## config.mk

```make
export PLATFORM = sky130hd
export DESIGN_NAME = tx_frame_fifo_builder_top_flat
export DESIGN_NICKNAME = d
export VERILOG_FILES = /design/src/hw/rtl/tfb_pkg.sv /design/src/hw/rtl/tfb_if.sv /design/src/hw/rtl/tfb_queue.sv /design/src/hw/rtl/tfb_front.sv /design/src/hw/rtl/tfb_back.sv /design/src/hw/rtl/tx_frame_fifo_builder_top.sv /design/src/flat_wrapper.sv
export SDC_FILE = /design/constraint.sdc
export NUM_CORES = 1
export LEC_CHECK = 0
export BUFFER_PORTS_ARGS = -buffer_cell sky130_fd_sc_hd__clkbuf_2
export CAP_MARGIN = 20
export CELL_PAD_IN_SITES_DETAIL_PLACEMENT = 2
export CELL_PAD_IN_SITES_GLOBAL_PLACEMENT = 2
export CORE_AREA = 3 3 229 231
export DETAILED_ROUTE_END_ITERATION = 8
export DIE_AREA = 0 0 232 234
export MAX_ROUTING_LAYER = met4
export PLACE_DENSITY_LB_ADDON = 0.1
export SLEW_MARGIN = 20
export SYNTH_ARGS = -nofsm -noshare
export SYNTH_HDL_FRONTEND = slang
export SYNTH_SLANG_ARGS = --single-unit
```

## constraint.sdc

```tcl
create_clock -name clk -period 5.5 [get_ports clk]
set_clock_uncertainty 0.15 [all_clocks]
set_input_delay 0.825 -clock clk [delete_from_list [all_inputs] [get_ports clk]]
set_output_delay 0.825 -clock clk [all_outputs]
set_load 0.03 [all_outputs]
```

## src/hw/rtl/tfb_pkg.sv

```systemverilog
// Shared types and constants for the transmit FIFO image builder.
// No dependencies; every other file in hw/rtl except tfb_if imports this package.
package tfb_pkg;

	localparam int MAX_PAYLOAD = 116;
	localparam logic [6:0] MAX_LEN = 7'(MAX_PAYLOAD);

	localparam logic [7:0] HDR_LEN      = 8'd9;
	localparam logic [6:0] PAYLOAD_BASE = 7'd11;
	localparam logic [7:0] FC_HI        = 8'h88;
	localparam logic [7:0] FC_INTRA_PAN = 8'h40;
	localparam logic [7:0] TRIG_ACK     = 8'h05;
	localparam logic [7:0] TRIG_NOACK   = 8'h01;
	localparam logic [15:0] BCAST_ADDR  = 16'hFFFF;

	localparam logic OP_DESC = 1'b0;
	localparam logic OP_BYTE = 1'b1;

	localparam logic [1:0] PT_DATA = 2'd0;
	localparam logic [1:0] PT_CMD  = 2'd1;

	localparam logic [7:0] FT_DATA  = 8'd1;
	localparam logic [7:0] FT_CMD   = 8'd3;
	localparam logic [7:0] FT_OTHER = 8'd0;

	// Descriptor expansion steps
	localparam logic [3:0] ST_HDR_LEN = 4'd0;
	localparam logic [3:0] ST_FRM_LEN = 4'd1;
	localparam logic [3:0] ST_FC_LO   = 4'd2;
	localparam logic [3:0] ST_FC_HI   = 4'd3;
	localparam logic [3:0] ST_SEQ     = 4'd4;
	localparam logic [3:0] ST_PAN_LO  = 4'd5;
	localparam logic [3:0] ST_PAN_HI  = 4'd6;
	localparam logic [3:0] ST_DST_LO  = 4'd7;
	localparam logic [3:0] ST_DST_HI  = 4'd8;
	localparam logic [3:0] ST_SRC_LO  = 4'd9;
	localparam logic [3:0] ST_SRC_HI  = 4'd10;
	localparam logic [3:0] ST_TRIG    = 4'd11;

	// Payload byte expansion steps
	localparam logic [3:0] ST_BYTE      = 4'd0;
	localparam logic [3:0] ST_BYTE_TRIG = 4'd1;

	// One classified item between the front and back parts
	typedef struct packed {
		logic        is_desc;
		logic        ack;       // effective ack of the frame
		logic        fin;       // descriptor: empty payload; byte: last byte
		logic [6:0]  len_addr;  // descriptor: clamped length; byte: FIFO address
		logic [7:0]  fc_lo;
		logic [7:0]  seq;
		logic [15:0] pan;
		logic [15:0] dst;
		logic [7:0]  data;
	} cmd_t;

	typedef struct packed {
		logic full;
		logic empty;
	} q_status_t;

endpackage

```

## src/hw/rtl/tfb_if.sv

```systemverilog
// Valid/ready channel interfaces for the builder's input and result items.
// No dependencies.
interface tfb_in_if;
	logic        valid;
	logic        ready;
	logic        operation;
	logic [1:0]  packet_type;
	logic        ack_request;
	logic        broadcast;
	logic [15:0] dest_pan;
	logic [15:0] dest_address;
	logic [6:0]  payload_length;
	logic [7:0]  payload_byte;

	modport source(output valid, output operation, output packet_type, output ack_request,
		output broadcast, output dest_pan, output dest_address, output payload_length,
		output payload_byte, input ready);
	modport sink(input valid, input operation, input packet_type, input ack_request,
		input broadcast, input dest_pan, input dest_address, input payload_length,
		input payload_byte, output ready);
endinterface

interface tfb_out_if;
	logic       valid;
	logic       ready;
	logic       is_trigger;
	logic [6:0] fifo_address;
	logic [7:0] write_data;
	logic       last;

	modport source(output valid, output is_trigger, output fifo_address, output write_data,
		output last, input ready);
	modport sink(input valid, input is_trigger, input fifo_address, input write_data,
		input last, output ready);
endinterface

```

## src/hw/rtl/tfb_queue.sv

```systemverilog
// Small register queue of classified items between front and back.
// Depends on tfb_pkg.
module tfb_queue import tfb_pkg::*; #(
	parameter int DEPTH = 4
) (
	input  logic      clk,
	input  logic      arst_n,
	input  logic      push,
	input  cmd_t      push_cmd,
	input  logic      pop,
	output cmd_t      pop_cmd,
	output q_status_t status
);
	localparam int PW = $clog2(DEPTH);
	localparam int CW = $clog2(DEPTH + 1);

	cmd_t          mem_q [DEPTH];
	logic [PW-1:0] wr_ptr_q;
	logic [PW-1:0] rd_ptr_q;
	logic [CW-1:0] count_q;
	logic          push_ok;
	logic          pop_ok;

	assign status.full  = (count_q == CW'(DEPTH));
	assign status.empty = (count_q == '0);
	assign push_ok      = push && !status.full;
	assign pop_ok       = pop && !status.empty;
	assign pop_cmd      = mem_q[rd_ptr_q];

	always_ff @(posedge clk) begin
		if (push_ok) begin
			mem_q[wr_ptr_q] <= push_cmd;
		end
	end

	always_ff @(posedge clk or negedge arst_n) begin
		if (!arst_n) begin
			wr_ptr_q <= '0;
			rd_ptr_q <= '0;
			count_q  <= '0;
		end else begin
			if (push_ok) begin
				wr_ptr_q <= (wr_ptr_q == PW'(DEPTH - 1)) ? '0 : wr_ptr_q + 1'b1;
			end
			if (pop_ok) begin
				rd_ptr_q <= (rd_ptr_q == PW'(DEPTH - 1)) ? '0 : rd_ptr_q + 1'b1;
			end
			if (push_ok && !pop_ok) begin
				count_q <= count_q + 1'b1;
			end else if (pop_ok && !push_ok) begin
				count_q <= count_q - 1'b1;
			end
		end
	end
endmodule

```

## src/hw/rtl/tfb_front.sv

```systemverilog
// Front part: accepts input items, tracks frame state, classifies items into commands.
// Depends on tfb_pkg and tfb_if.
module tfb_front import tfb_pkg::*; (
	input  logic      clk,
	input  logic      arst_n,
	tfb_in_if.sink    in_ch,
	input  q_status_t qs,
	output logic      push,
	output cmd_t      push_cmd
);
	logic [7:0] seq_q;
	logic       open_q;
	logic [6:0] bytes_q;
	logic [6:0] exp_q;
	logic       ack_q;

	logic       accept;
	logic       is_desc;
	logic [6:0] len;
	logic       effack;
	logic [7:0] ftype;
	logic [6:0] bw_next;
	logic       done;

	assign in_ch.ready = !qs.full;
	assign accept      = in_ch.valid && in_ch.ready;
	assign is_desc     = (in_ch.operation == OP_DESC);
	assign len         = (in_ch.payload_length > MAX_LEN) ? MAX_LEN : in_ch.payload_length;
	assign effack      = in_ch.ack_request && !in_ch.broadcast;
	assign bw_next     = bytes_q + 7'd1;
	assign done        = (bw_next >= exp_q);
	// drop payload bytes that arrive with no open frame
	assign push        = accept && (is_desc || open_q);

	always_comb begin
		case (in_ch.packet_type)
			PT_DATA: ftype = FT_DATA;
			PT_CMD:  ftype = FT_CMD;
			default: ftype = FT_OTHER;
		endcase
	end

	always_comb begin
		push_cmd = '0;
		push_cmd.is_desc = is_desc;
		if (is_desc) begin
			push_cmd.ack      = effack;
			push_cmd.fin      = (len == 7'd0);
			push_cmd.len_addr = len;
			push_cmd.fc_lo    = ftype | FC_INTRA_PAN | {2'b00, effack, 5'b00000};
			push_cmd.seq      = seq_q;
			push_cmd.pan      = in_ch.dest_pan;
			push_cmd.dst      = in_ch.broadcast ? BCAST_ADDR : in_ch.dest_address;
		end else begin
			push_cmd.ack      = ack_q;
			push_cmd.fin      = done;
			push_cmd.len_addr = PAYLOAD_BASE + bw_next - 7'd1;
			push_cmd.data     = in_ch.payload_byte;
		end
	end

	always_ff @(posedge clk or negedge arst_n) begin
		if (!arst_n) begin
			seq_q   <= '0;
			open_q  <= 1'b0;
			bytes_q <= '0;
			exp_q   <= '0;
			ack_q   <= 1'b0;
		end else if (accept) begin
			if (is_desc) begin
				// a new descriptor abandons any unfinished frame
				seq_q   <= seq_q + 8'd1;
				ack_q   <= effack;
				bytes_q <= '0;
				exp_q   <= len;
				open_q  <= (len != 7'd0);
			end else if (open_q) begin
				bytes_q <= bw_next;
				if (done) begin
					open_q <= 1'b0;
				end
			end
		end
	end
endmodule

```

## src/hw/rtl/tfb_back.sv

```systemverilog
// Back part: expands each command into FIFO and trigger writes, one per cycle while the receiver is ready.
// Depends on tfb_pkg and tfb_if.
module tfb_back import tfb_pkg::*; (
	input  logic        clk,
	input  logic        arst_n,
	input  logic [15:0] src_addr,
	input  q_status_t   qs,
	output logic        pop,
	input  cmd_t        pop_cmd,
	tfb_out_if.source   out_ch
);
	cmd_t       cur_q;
	logic       busy_q;
	logic [3:0] step_q;
	logic       out_valid_q;
	logic       out_trig_q;
	logic [6:0] out_addr_q;
	logic [7:0] out_data_q;
	logic       out_last_q;

	logic       load_out;
	logic       emit;
	logic [3:0] final_step;
	logic       finishing;
	logic       r_trig;
	logic [6:0] r_addr;
	logic [7:0] r_data;
	logic       r_last;
	logic [7:0] trig_val;

	assign out_ch.valid        = out_valid_q;
	assign out_ch.is_trigger   = out_trig_q;
	assign out_ch.fifo_address = out_addr_q;
	assign out_ch.write_data   = out_data_q;
	assign out_ch.last         = out_last_q;

	assign load_out   = !out_valid_q || out_ch.ready;
	assign emit       = busy_q && load_out;
	assign final_step = cur_q.is_desc ? (cur_q.fin ? ST_TRIG : ST_SRC_HI)
		: (cur_q.fin ? ST_BYTE_TRIG : ST_BYTE);
	assign finishing  = emit && (step_q == final_step);
	assign pop        = !qs.empty && (!busy_q || finishing);
	assign trig_val   = cur_q.ack ? TRIG_ACK : TRIG_NOACK;

	always_comb begin
		r_trig = 1'b0;
		r_addr = 7'(step_q);
		r_data = '0;
		r_last = 1'b0;
		if (cur_q.is_desc) begin
			case (step_q)
				ST_HDR_LEN: r_data = HDR_LEN;
				ST_FRM_LEN: r_data = HDR_LEN + {1'b0, cur_q.len_addr};
				ST_FC_LO:   r_data = cur_q.fc_lo;
				ST_FC_HI:   r_data = FC_HI;
				ST_SEQ:     r_data = cur_q.seq;
				ST_PAN_LO:  r_data = cur_q.pan[7:0];
				ST_PAN_HI:  r_data = cur_q.pan[15:8];
				ST_DST_LO:  r_data = cur_q.dst[7:0];
				ST_DST_HI:  r_data = cur_q.dst[15:8];
				ST_SRC_LO:  r_data = src_addr[7:0];
				ST_SRC_HI: begin
					r_data = src_addr[15:8];
					r_last = cur_q.fin;
				end
				ST_TRIG: begin
					r_trig = 1'b1;
					r_addr = '0;
					r_data = trig_val;
					r_last = 1'b1;
				end
				default: begin
					r_addr = '0;
				end
			endcase
		end else begin
			case (step_q)
				ST_BYTE: begin
					r_addr = cur_q.len_addr;
					r_data = cur_q.data;
					r_last = cur_q.fin;
				end
				default: begin
					r_trig = 1'b1;
					r_addr = '0;
					r_data = trig_val;
					r_last = 1'b1;
				end
			endcase
		end
	end

	always_ff @(posedge clk) begin
		if (pop) begin
			cur_q <= pop_cmd;
		end
		if (emit) begin
			out_trig_q <= r_trig;
			out_addr_q <= r_addr;
			out_data_q <= r_data;
			out_last_q <= r_last;
		end
	end

	always_ff @(posedge clk or negedge arst_n) begin
		if (!arst_n) begin
			busy_q      <= 1'b0;
			step_q      <= '0;
			out_valid_q <= 1'b0;
		end else begin
			if (pop) begin
				busy_q <= 1'b1;
				step_q <= '0;
			end else if (finishing) begin
				busy_q <= 1'b0;
			end else if (emit) begin
				step_q <= step_q + 4'd1;
			end
			if (load_out) begin
				out_valid_q <= emit;
			end
		end
	end
endmodule

```

## src/hw/rtl/tx_frame_fifo_builder_top.sv

```systemverilog
// Path: an accepted item goes through the queue, the back end's command register and the output register.
// Throughput: one result per cycle while the receiver is ready; a descriptor gives 11 header writes,
// 12 with the trigger of an empty payload, a payload byte one write, two when it closes the frame.
// Items are accepted every cycle while the QUEUE_DEPTH-entry command queue has room.
// Reset: arst_n clears frame state, queue, expander and the source address register.
// Depends on tfb_pkg, tfb_if, tfb_queue, tfb_front and tfb_back.
module tx_frame_fifo_builder_top import tfb_pkg::*; #(
	parameter int QUEUE_DEPTH = 4
) (
	input  logic        clk,
	input  logic        arst_n,
	tfb_in_if.sink      in_ch,
	tfb_out_if.source   out_ch,
	input  logic        cfg_wr_en,
	input  logic [15:0] cfg_wr_data
);
	// Own short address; the user must have it written only while the block is idle (the block
	// does not enforce this), so the back end reads it directly when it emits the source address bytes.
	logic [15:0] src_addr_q;

	// Commands travel from the front to the back through the queue
	logic      push;
	cmd_t      push_cmd;
	logic      pop;
	cmd_t      pop_cmd;
	q_status_t qs;

	always_ff @(posedge clk or negedge arst_n) begin
		if (!arst_n) begin
			src_addr_q <= '0;
		end else if (cfg_wr_en) begin
			src_addr_q <= cfg_wr_data;
		end
	end

	// Front: accept items, keep sequence number and byte count, drop stray bytes
	tfb_front u_front (
		.clk      (clk),
		.arst_n   (arst_n),
		.in_ch    (in_ch),
		.qs       (qs),
		.push     (push),
		.push_cmd (push_cmd)
	);

	// Decouple acceptance from the expansion into writes
	tfb_queue #(
		.DEPTH (QUEUE_DEPTH)
	) u_queue (
		.clk      (clk),
		.arst_n   (arst_n),
		.push     (push),
		.push_cmd (push_cmd),
		.pop      (pop),
		.pop_cmd  (pop_cmd),
		.status   (qs)
	);

	// Back: expand each command into header, payload and trigger writes
	tfb_back u_back (
		.clk      (clk),
		.arst_n   (arst_n),
		.src_addr (src_addr_q),
		.qs       (qs),
		.pop      (pop),
		.pop_cmd  (pop_cmd),
		.out_ch   (out_ch)
	);
endmodule

```

## src/flat_wrapper.sv

```systemverilog
// flat-port wrapper written by rule: the top's interface ports become plain ports
module tx_frame_fifo_builder_top_flat import tfb_pkg::*;
#(
	parameter int QUEUE_DEPTH = 4
)
  (clk, arst_n, cfg_wr_en, cfg_wr_data, in_ch_valid, in_ch_operation, in_ch_packet_type, in_ch_ack_request, in_ch_broadcast, in_ch_dest_pan, in_ch_dest_address, in_ch_payload_length, in_ch_payload_byte, in_ch_ready, out_ch_valid, out_ch_is_trigger, out_ch_fifo_address, out_ch_write_data, out_ch_last, out_ch_ready);
  tfb_in_if in_ch_i ();
  tfb_out_if out_ch_i ();
  input  logic clk;
  input  logic arst_n;
  input  logic cfg_wr_en;
  input  logic [15:0] cfg_wr_data;
  input wire logic [$bits(in_ch_i.valid)-1:0] in_ch_valid;
  input wire logic [$bits(in_ch_i.operation)-1:0] in_ch_operation;
  input wire logic [$bits(in_ch_i.packet_type)-1:0] in_ch_packet_type;
  input wire logic [$bits(in_ch_i.ack_request)-1:0] in_ch_ack_request;
  input wire logic [$bits(in_ch_i.broadcast)-1:0] in_ch_broadcast;
  input wire logic [$bits(in_ch_i.dest_pan)-1:0] in_ch_dest_pan;
  input wire logic [$bits(in_ch_i.dest_address)-1:0] in_ch_dest_address;
  input wire logic [$bits(in_ch_i.payload_length)-1:0] in_ch_payload_length;
  input wire logic [$bits(in_ch_i.payload_byte)-1:0] in_ch_payload_byte;
  output wire logic [$bits(in_ch_i.ready)-1:0] in_ch_ready;
  output wire logic [$bits(out_ch_i.valid)-1:0] out_ch_valid;
  output wire logic [$bits(out_ch_i.is_trigger)-1:0] out_ch_is_trigger;
  output wire logic [$bits(out_ch_i.fifo_address)-1:0] out_ch_fifo_address;
  output wire logic [$bits(out_ch_i.write_data)-1:0] out_ch_write_data;
  output wire logic [$bits(out_ch_i.last)-1:0] out_ch_last;
  input wire logic [$bits(out_ch_i.ready)-1:0] out_ch_ready;
  assign in_ch_i.valid = in_ch_valid;
  assign in_ch_i.operation = in_ch_operation;
  assign in_ch_i.packet_type = in_ch_packet_type;
  assign in_ch_i.ack_request = in_ch_ack_request;
  assign in_ch_i.broadcast = in_ch_broadcast;
  assign in_ch_i.dest_pan = in_ch_dest_pan;
  assign in_ch_i.dest_address = in_ch_dest_address;
  assign in_ch_i.payload_length = in_ch_payload_length;
  assign in_ch_i.payload_byte = in_ch_payload_byte;
  assign in_ch_ready = in_ch_i.ready;
  assign out_ch_valid = out_ch_i.valid;
  assign out_ch_is_trigger = out_ch_i.is_trigger;
  assign out_ch_fifo_address = out_ch_i.fifo_address;
  assign out_ch_write_data = out_ch_i.write_data;
  assign out_ch_last = out_ch_i.last;
  assign out_ch_i.ready = out_ch_ready;
  tx_frame_fifo_builder_top #(.QUEUE_DEPTH(QUEUE_DEPTH)) u_core (.clk(clk), .arst_n(arst_n), .in_ch(in_ch_i), .out_ch(out_ch_i), .cfg_wr_en(cfg_wr_en), .cfg_wr_data(cfg_wr_data));
endmodule
```

Word-level counts from Yosys, hierarchy flattened
Memories as Yosys holds them, arrays and structs flattened. A register that Yosys moved wholly into a read port is not among the register bits.
Cells that the tools add are included.
{"block": "word_totals", "inputBits": 73, "wordCells": 119, "output_inout_bits": 19, "ramBits": 264, "reg_bits": 70, "memories": 1}
{"memory": "u_core.u_queue.mem_q", "words": 4, "width": 66, "rd": 1, "rd_clocked_by_memory_dff": 1, "wr": 1, "line_no": "tfb_queue.sv:17", "rtl": "cmd_t mem_q [DEPTH];"}
{"block": "classes", "n_lt_le_gt_ge": 2, "n_bitwise": 2, "reduce_logical": 32, "add_sub_neg": 10, "eq_ne": 18, "mux": 38}
{"op": "8-bit one-hot mux with 12 select lines", "count": 1}
{"op": "48-bit two-way mux", "count": 1}
{"op": "7-bit two-way mux", "count": 5}
{"op": "8-bit two-way mux", "count": 3}
{"op": "4-bit two-way mux", "count": 5}
{"op": "4-bit by 3-bit == test with 1-bit output (second input constant)", "count": 4}
{"op": "4-bit == test (second input constant)", "count": 4}
{"op": "16-bit two-way mux", "count": 1}
{"op": "1-bit two-way mux", "count": 14}
{"op": "11-bit OR reduction", "count": 1}
{"op": "1-bit logical AND", "count": 10}
{"op": "3-bit two-way mux", "count": 3}
{"op": "9-bit two-way mux", "count": 1}
{"op": "4-bit by 7-bit adder with 8-bit output (first input constant)", "count": 1}
{"op": "8-bit by 1-bit adder with 8-bit output (second input constant)", "count": 1}
{"op": "4-bit by 2-bit == test with 1-bit output (second input constant)", "count": 2}
{"op": "8-bit by 6-bit OR with 8-bit output", "count": 1}
{"op": "4-bit by 7-bit adder with 7-bit output (first input constant)", "count": 1}
{"op": "7-bit by 1-bit adder with 7-bit output (second input constant)", "count": 1}
{"op": "7-bit greater-or-equal comparator", "count": 1}
{"op": "7-bit greater-than comparator (second input constant)", "count": 1}
{"op": "1-bit logical NOT", "count": 7}
{"op": "7-bit logical NOT", "count": 1}
{"op": "7-bit nonzero test", "count": 1}
{"op": "21 further kinds", "count": 31}

Longest topological paths before layout
{"block": "depth", "depth_word": 10, "depth_mapped": 12, "depth_no_buf": 11}

Modules after synthesis
From an unflattened synthesis, not the netlist that was laid out.
{"block": "unflattened", "hier_cells": 922, "area_unflattened_um2": 16274.4}
{"module": "tfb_queue", "instances": 1, "cells_each": 382, "area_each_um2": 9984.6}
{"module": "tfb_back", "instances": 1, "cells_each": 260, "area_each_um2": 3729.8}
{"module": "tfb_front", "instances": 1, "cells_each": 246, "area_each_um2": 1910.6}
{"module": "tx_frame_fifo_builder_top", "instances": 1, "cells_each": 34, "area_each_um2": 649.4}

Worst setup path before layout
OpenSTA, ideal clock, no wires.
{"block": "synth_path", "kind": "register to register", "start": "reg u_core.u_queue.count_q[2]", "end": "mem u_core.u_queue.mem_q[0][0] in the netlist's numbering (enable)", "path_stages_with_launch": 6, "arrival_ps": 3005, "setup_time_ps": 425, "path_buffers": 1, "path_slack_ps": 1919, "synth_period_minus_slack_ps": 3581, "cell_sequence": "dfrtp_1 or3b_2 clkbuf_1 nand2_2 a21oi_1 and2_1"}
{"block": "synth_via", "elab_chain_cells": 7}
{"item": "from (decl)", "line_no": "tfb_queue.sv:20", "rtl": "logic [CW-1:0] count_q;"}
{"item": "from (signal assigned)", "line_no": "tfb_queue.sv:49", "rtl": "count_q <= count_q + 1'b1;"}
{"item": "from (signal assigned)", "line_no": "tfb_queue.sv:51", "rtl": "count_q <= count_q - 1'b1;"}
{"item": "3-bit == test *", "line_no": "tfb_queue.sv:24", "rtl": "assign status.full = (count_q == CW'(DEPTH));"}
{"item": "1-bit logical NOT *", "line_no": "tfb_front.sv:25", "rtl": "assign in_ch.ready = !qs.full;"}
{"item": "via in_ch_ready", "line_no": "flat_wrapper.sv:22", "rtl": "output wire logic [$bits(in_ch_i.ready)-1:0] in_ch_ready;"}
{"item": "1-bit logical AND", "line_no": "tfb_front.sv:26", "rtl": "assign accept = in_ch.valid && in_ch.ready;"}
{"item": "1-bit logical AND", "line_no": "tfb_front.sv:33", "rtl": "assign push = accept && (is_desc || open_q);"}
{"item": "1-bit logical AND *", "line_no": "tfb_queue.sv:26", "rtl": "assign push_ok = push && !status.full;"}
{"item": "via u_core.u_queue.push_ok", "line_no": "tfb_queue.sv:21", "rtl": "logic push_ok;"}
{"item": "1-bit two-way mux *", "line_no": "tfb_queue.sv:31", "rtl": "if (push_ok) begin"}
{"item": "1-bit two-way mux (implied by the code) *", "line_no": "tfb_queue.sv:32", "rtl": "mem_q[wr_ptr_q] <= push_cmd;"}
{"item": "to (decl)", "line_no": "tfb_queue.sv:17"}
Mark *: on every way through the listed nets, which the timed path passes. The rest lies on a longest branch.

Final worst setup path
{"block": "layout_path", "start": "reg u_core.u_back.step_q[2]", "end": "reg u_core.u_queue.rd_ptr_q[1]"}
{"block": "layout_via", "elab_chain_cells": 5}
{"item": "from (decl)", "line_no": "tfb_back.sv:14", "rtl": "logic [3:0] step_q;"}
{"item": "from (signal assigned)", "line_no": "tfb_back.sv:117", "rtl": "step_q <= step_q + 4'd1;"}
{"item": "4-bit == test", "line_no": "tfb_back.sv:41", "rtl": "assign finishing = emit && (step_q == final_step);"}
{"item": "1-bit logical AND", "line_no": "tfb_back.sv:41"}
{"item": "1-bit logical OR", "line_no": "tfb_back.sv:42", "rtl": "assign pop = !qs.empty && (!busy_q || finishing);"}
{"item": "1-bit logical AND", "line_no": "tfb_back.sv:42"}
{"item": "1-bit logical AND", "line_no": "tfb_queue.sv:27", "rtl": "assign pop_ok = pop && !status.empty;"}
{"item": "to (signal assigned)", "line_no": "tfb_queue.sv:46", "rtl": "rd_ptr_q <= (rd_ptr_q == PW'(DEPTH - 1)) ? '0 : rd_ptr_q + 1'b1;"}
{"item": "to (decl)", "line_no": "tfb_queue.sv:19", "rtl": "logic [PW-1:0] rd_ptr_q;"}
No other way between the ends.
A chain may end at the register's enable or synchronous reset.

==> metrics.txt <==
Synth-to-Final Area Change 17.2%; Final min period roughly 3.3 ns; hold slack final 0.212 ns; Mapped Area 15100 sq um; Reg clk slew, reported paths 0.06 ns; Pwr Density 524 nW/um^2; die area 54300 sq um; worst rel slew slack 33.1%; starting density of the core 30.1%; initial antenna violation count 2; Slew Viols, Final 0; number of max-cap violations 0; warning count from the yosys run 0; EDFF count, synth 322; RSZ-0062 raised after global routing false; Core Box Area about 50000 sq um; clock buffer count from CTS 44; Final Cell Area 17800 sq um; met2 Usage GRT 25.3%; asr flop ratio synth 14.1%; global-route wire length before repair 61400 microns; Fin Setup TNS 0 ns; dpl hpwl 26600 microns; die width 232 microns; sequential area share after synthesis 72.6%; dpl cells 1609; Final nets 1077; CP required 5.79 ns; dominant synthesized flop cell edfxtp_1; RR Endpoint u_core.u_queue.rd_ptr_q[1]$_DFFE_PN0P_; r2r worst-path depth 6; Cell Chain, Critical Path inv_1, o211ai_1, o21ai_0, o31a_2, buf_4, mux2_2; dpl cell area ~16000 sq um; ranking of synthesized cells by area edfxtp_1, mux4_2, dfrtp_1; Yosys reg bits 375; Total Routing Usage GR about 16%; TritonCTS clock tree built; Yosys top cell by area edfxtp_1; most frequent cell after synthesis edfxtp_1; routing usage on met3 2.41%; reg-to-reg startpoint u_core.u_back.step_q[2]$_DFFE_PN0P_; row cnt 82; WL/cell 24.0 microns; dpl ws 1.93 ns; Tightest Pin Transition 1.00 ns; final WL just over 40000 microns; Via density 4.76; root buffer cell clkbuf_16; fin crit share between 50% and 60%; CP max-delay cell buf_4; Max Buffers Root-to-Sink 3; Crit. End Element flip-flop; vias in the first global route roughly 9000; run status complete, no violations; crit path to u_core.u_queue.rd_ptr_q[1]$_DFFE_PN0P_; Iteration-0 DRC Markers 450; Net Count, Synth 971; Peak VDD IR 239 uV; share of post-route cells with drive strength above 1 between 20 and 30%; Hold Path Class input port to asynchronous set/reset pin; GRT overflow 0; slack of the critical path 2.25 ns; Cells after Synth 877; Crit. Startpoint u_core.u_back.step_q[2]$_DFFE_PN0P_; antenna violation net count after detailed routing 0; fin util around a third; critical path class flip-flop to flip-flop; Clk Latency, worst-skew pair 0.57 ns; Final setup violation count 0; largest net degree at the start of global routing just under 70; top cells by instance count after synthesis edfxtp_1, mux4_2, dfrtp_1; cts repair resizes 0; Initial DRT Pass Iterations 4; maximum net fanout on the critical path 67; setup bufs post-CTS 0; diode count 0; FF-to-FF setup slack around 2.2 ns; synthesized area per cell 17.3 sq um; synth unique cells 60; # DRC 0; CTS Hold Bufs 0; slowest stage delay, CP approximately 0.69 ns; Worst setup SP type flip-flop; H-tree Lvls 2; Most Crowded Layer GR met2; Final Non-Filler Cells 1689; M1 GR Usage 21.3%; IO Port Bufs 91; fmax ~310 MHz; post-synth top area share 63.9%; CP arrival approximately 3.5 ns; Fin. Hold Viols 0; die span in y 234 microns; RePlAce Congestion 0.710; Lkg Pwr slightly above 6 nW; total number of vias 8036; total power draw 9.31 mW; # IOs between 90 and 100; clock tree sinks 375
-- worst max-delay path: cells and delay by family, from the launching register on --
kind | cells | cell delay, ns
buf+inv | 2 | 1.07
compound gates | 3 | 0.89
mux | 1 | 0.41
flops | 1 | 0.53
-- power by group --
group	total [mW]	internal, mW	switching, mW	leakage, nW
logic	2.31	0.929	1.38	1.88
clock network	2.79	1.63	1.16	0.656
registers	4.21	3.81	0.395	3.63
total	9.31	6.37	2.94	6.17
-- registers in the layout (all words and copies together) (netlist names) --
| register | flops |
|---|---|
| u_core.u_queue.mem_q | 244 |
| u_core.u_back.cur_q | 61 |
| u_core.src_addr_q | 16 |
| u_core.u_back.out_ch.write_data | 8 |
| u_core.u_front.seq_q | 8 |
| u_core.u_back.out_ch.fifo_address | 7 |
| u_core.u_front.bytes_q | 7 |
| u_core.u_front.exp_q | 7 |
| u_core.u_back.step_q | 4 |
| u_core.u_queue.count_q | 3 |
| u_core.u_queue.rd_ptr_q | 2 |
| u_core.u_queue.wr_ptr_q | 2 |
| u_core.u_back.busy_q | 1 |
| u_core.u_back.out_ch.is_trigger | 1 |
| u_core.u_back.out_ch.last | 1 |
| u_core.u_back.out_ch.valid | 1 |
| u_core.u_front.ack_q | 1 |
| u_core.u_front.open_q | 1 |
-- worst min-delay path by stage --
stage | startpoint | slack [ns] | to
after global routing | arst_n | 0.24 | u_core.u_front.exp_q[1]$_DFFE_PN0P_
after floorplan | u_core.u_front.seq_q[7]$_DFFE_PN0P_ | 0.28 | u_core.u_front.seq_q[7]$_DFFE_PN0P_
after detailed placement | u_core.u_front.seq_q[7]$_DFFE_PN0P_ | 0.31 | u_core.u_front.seq_q[7]$_DFFE_PN0P_
after global placement | u_core.u_front.seq_q[7]$_DFFE_PN0P_ | 0.30 | u_core.u_front.seq_q[7]$_DFFE_PN0P_
final | arst_n | 0.21 | u_core.u_front.exp_q[1]$_DFFE_PN0P_
after CTS | arst_n | 0.21 | u_core.u_front.exp_q[1]$_DFFE_PN0P_
-- cells in the final DEF, fill, tap and decap left out, types with 4 or more instances in the layout --
master	netlist	routed
clkbuf_2	0	90
xnor2_1	17	17
mux2_2	22	22
and2_1	20	16
inv_1	18	18
o21a_1	6	6
clkbuf_16	0	44
a22o_1	12	12
and3_1	5	5
clkbuf_1	29	21
nand2b_1	4	4
xor2_1	9	9
a222oi_1	6	6
dfrtp_1	53	51
nand2_1	43	43
o21ai_0	36	36
ha_1	20	20
mux4_2	61	61
nand3_1	13	13
clkinv_2	0	4
a211oi_1	4	4
nand4_1	5	5
nor2b_1	28	28
buf_4	0	12
a21oi_1	21	21
a21o_1	4	4
edfxtp_1	322	322
a22oi_1	12	12
nor2_1	49	48
-- metal layers --
layer	vias up	wire, microns
met1	4222	18900
met4	0	636
li1	3629	-
met5	-	0
met3	41	1450
met2	144	19600
-- cell type report --
type	instances	area, sq um
inverters	19	71.3
flip-flops and latches	375	11000
repair buffers	104	566
fillers	5035	32500
clock inverters	12	143
multi-input cells	439	3910
well taps	672	841
clock buffers	68	1220
-- kinds of logic after synthesis --
family	count (synthesis)	synth area share [%]
buffers and inverters	63	1.62
XOR/XNOR	26	1.50
adder cells (fa/ha/maj)	22	1.85
multiplexers	86	10.9
AND/OR/NAND/NOR	182	6.01
flip-flops	375	72.6
AO/OA/AOI/OAI	123	5.46
Note: power is estimated with default switching activity, not from simulation.
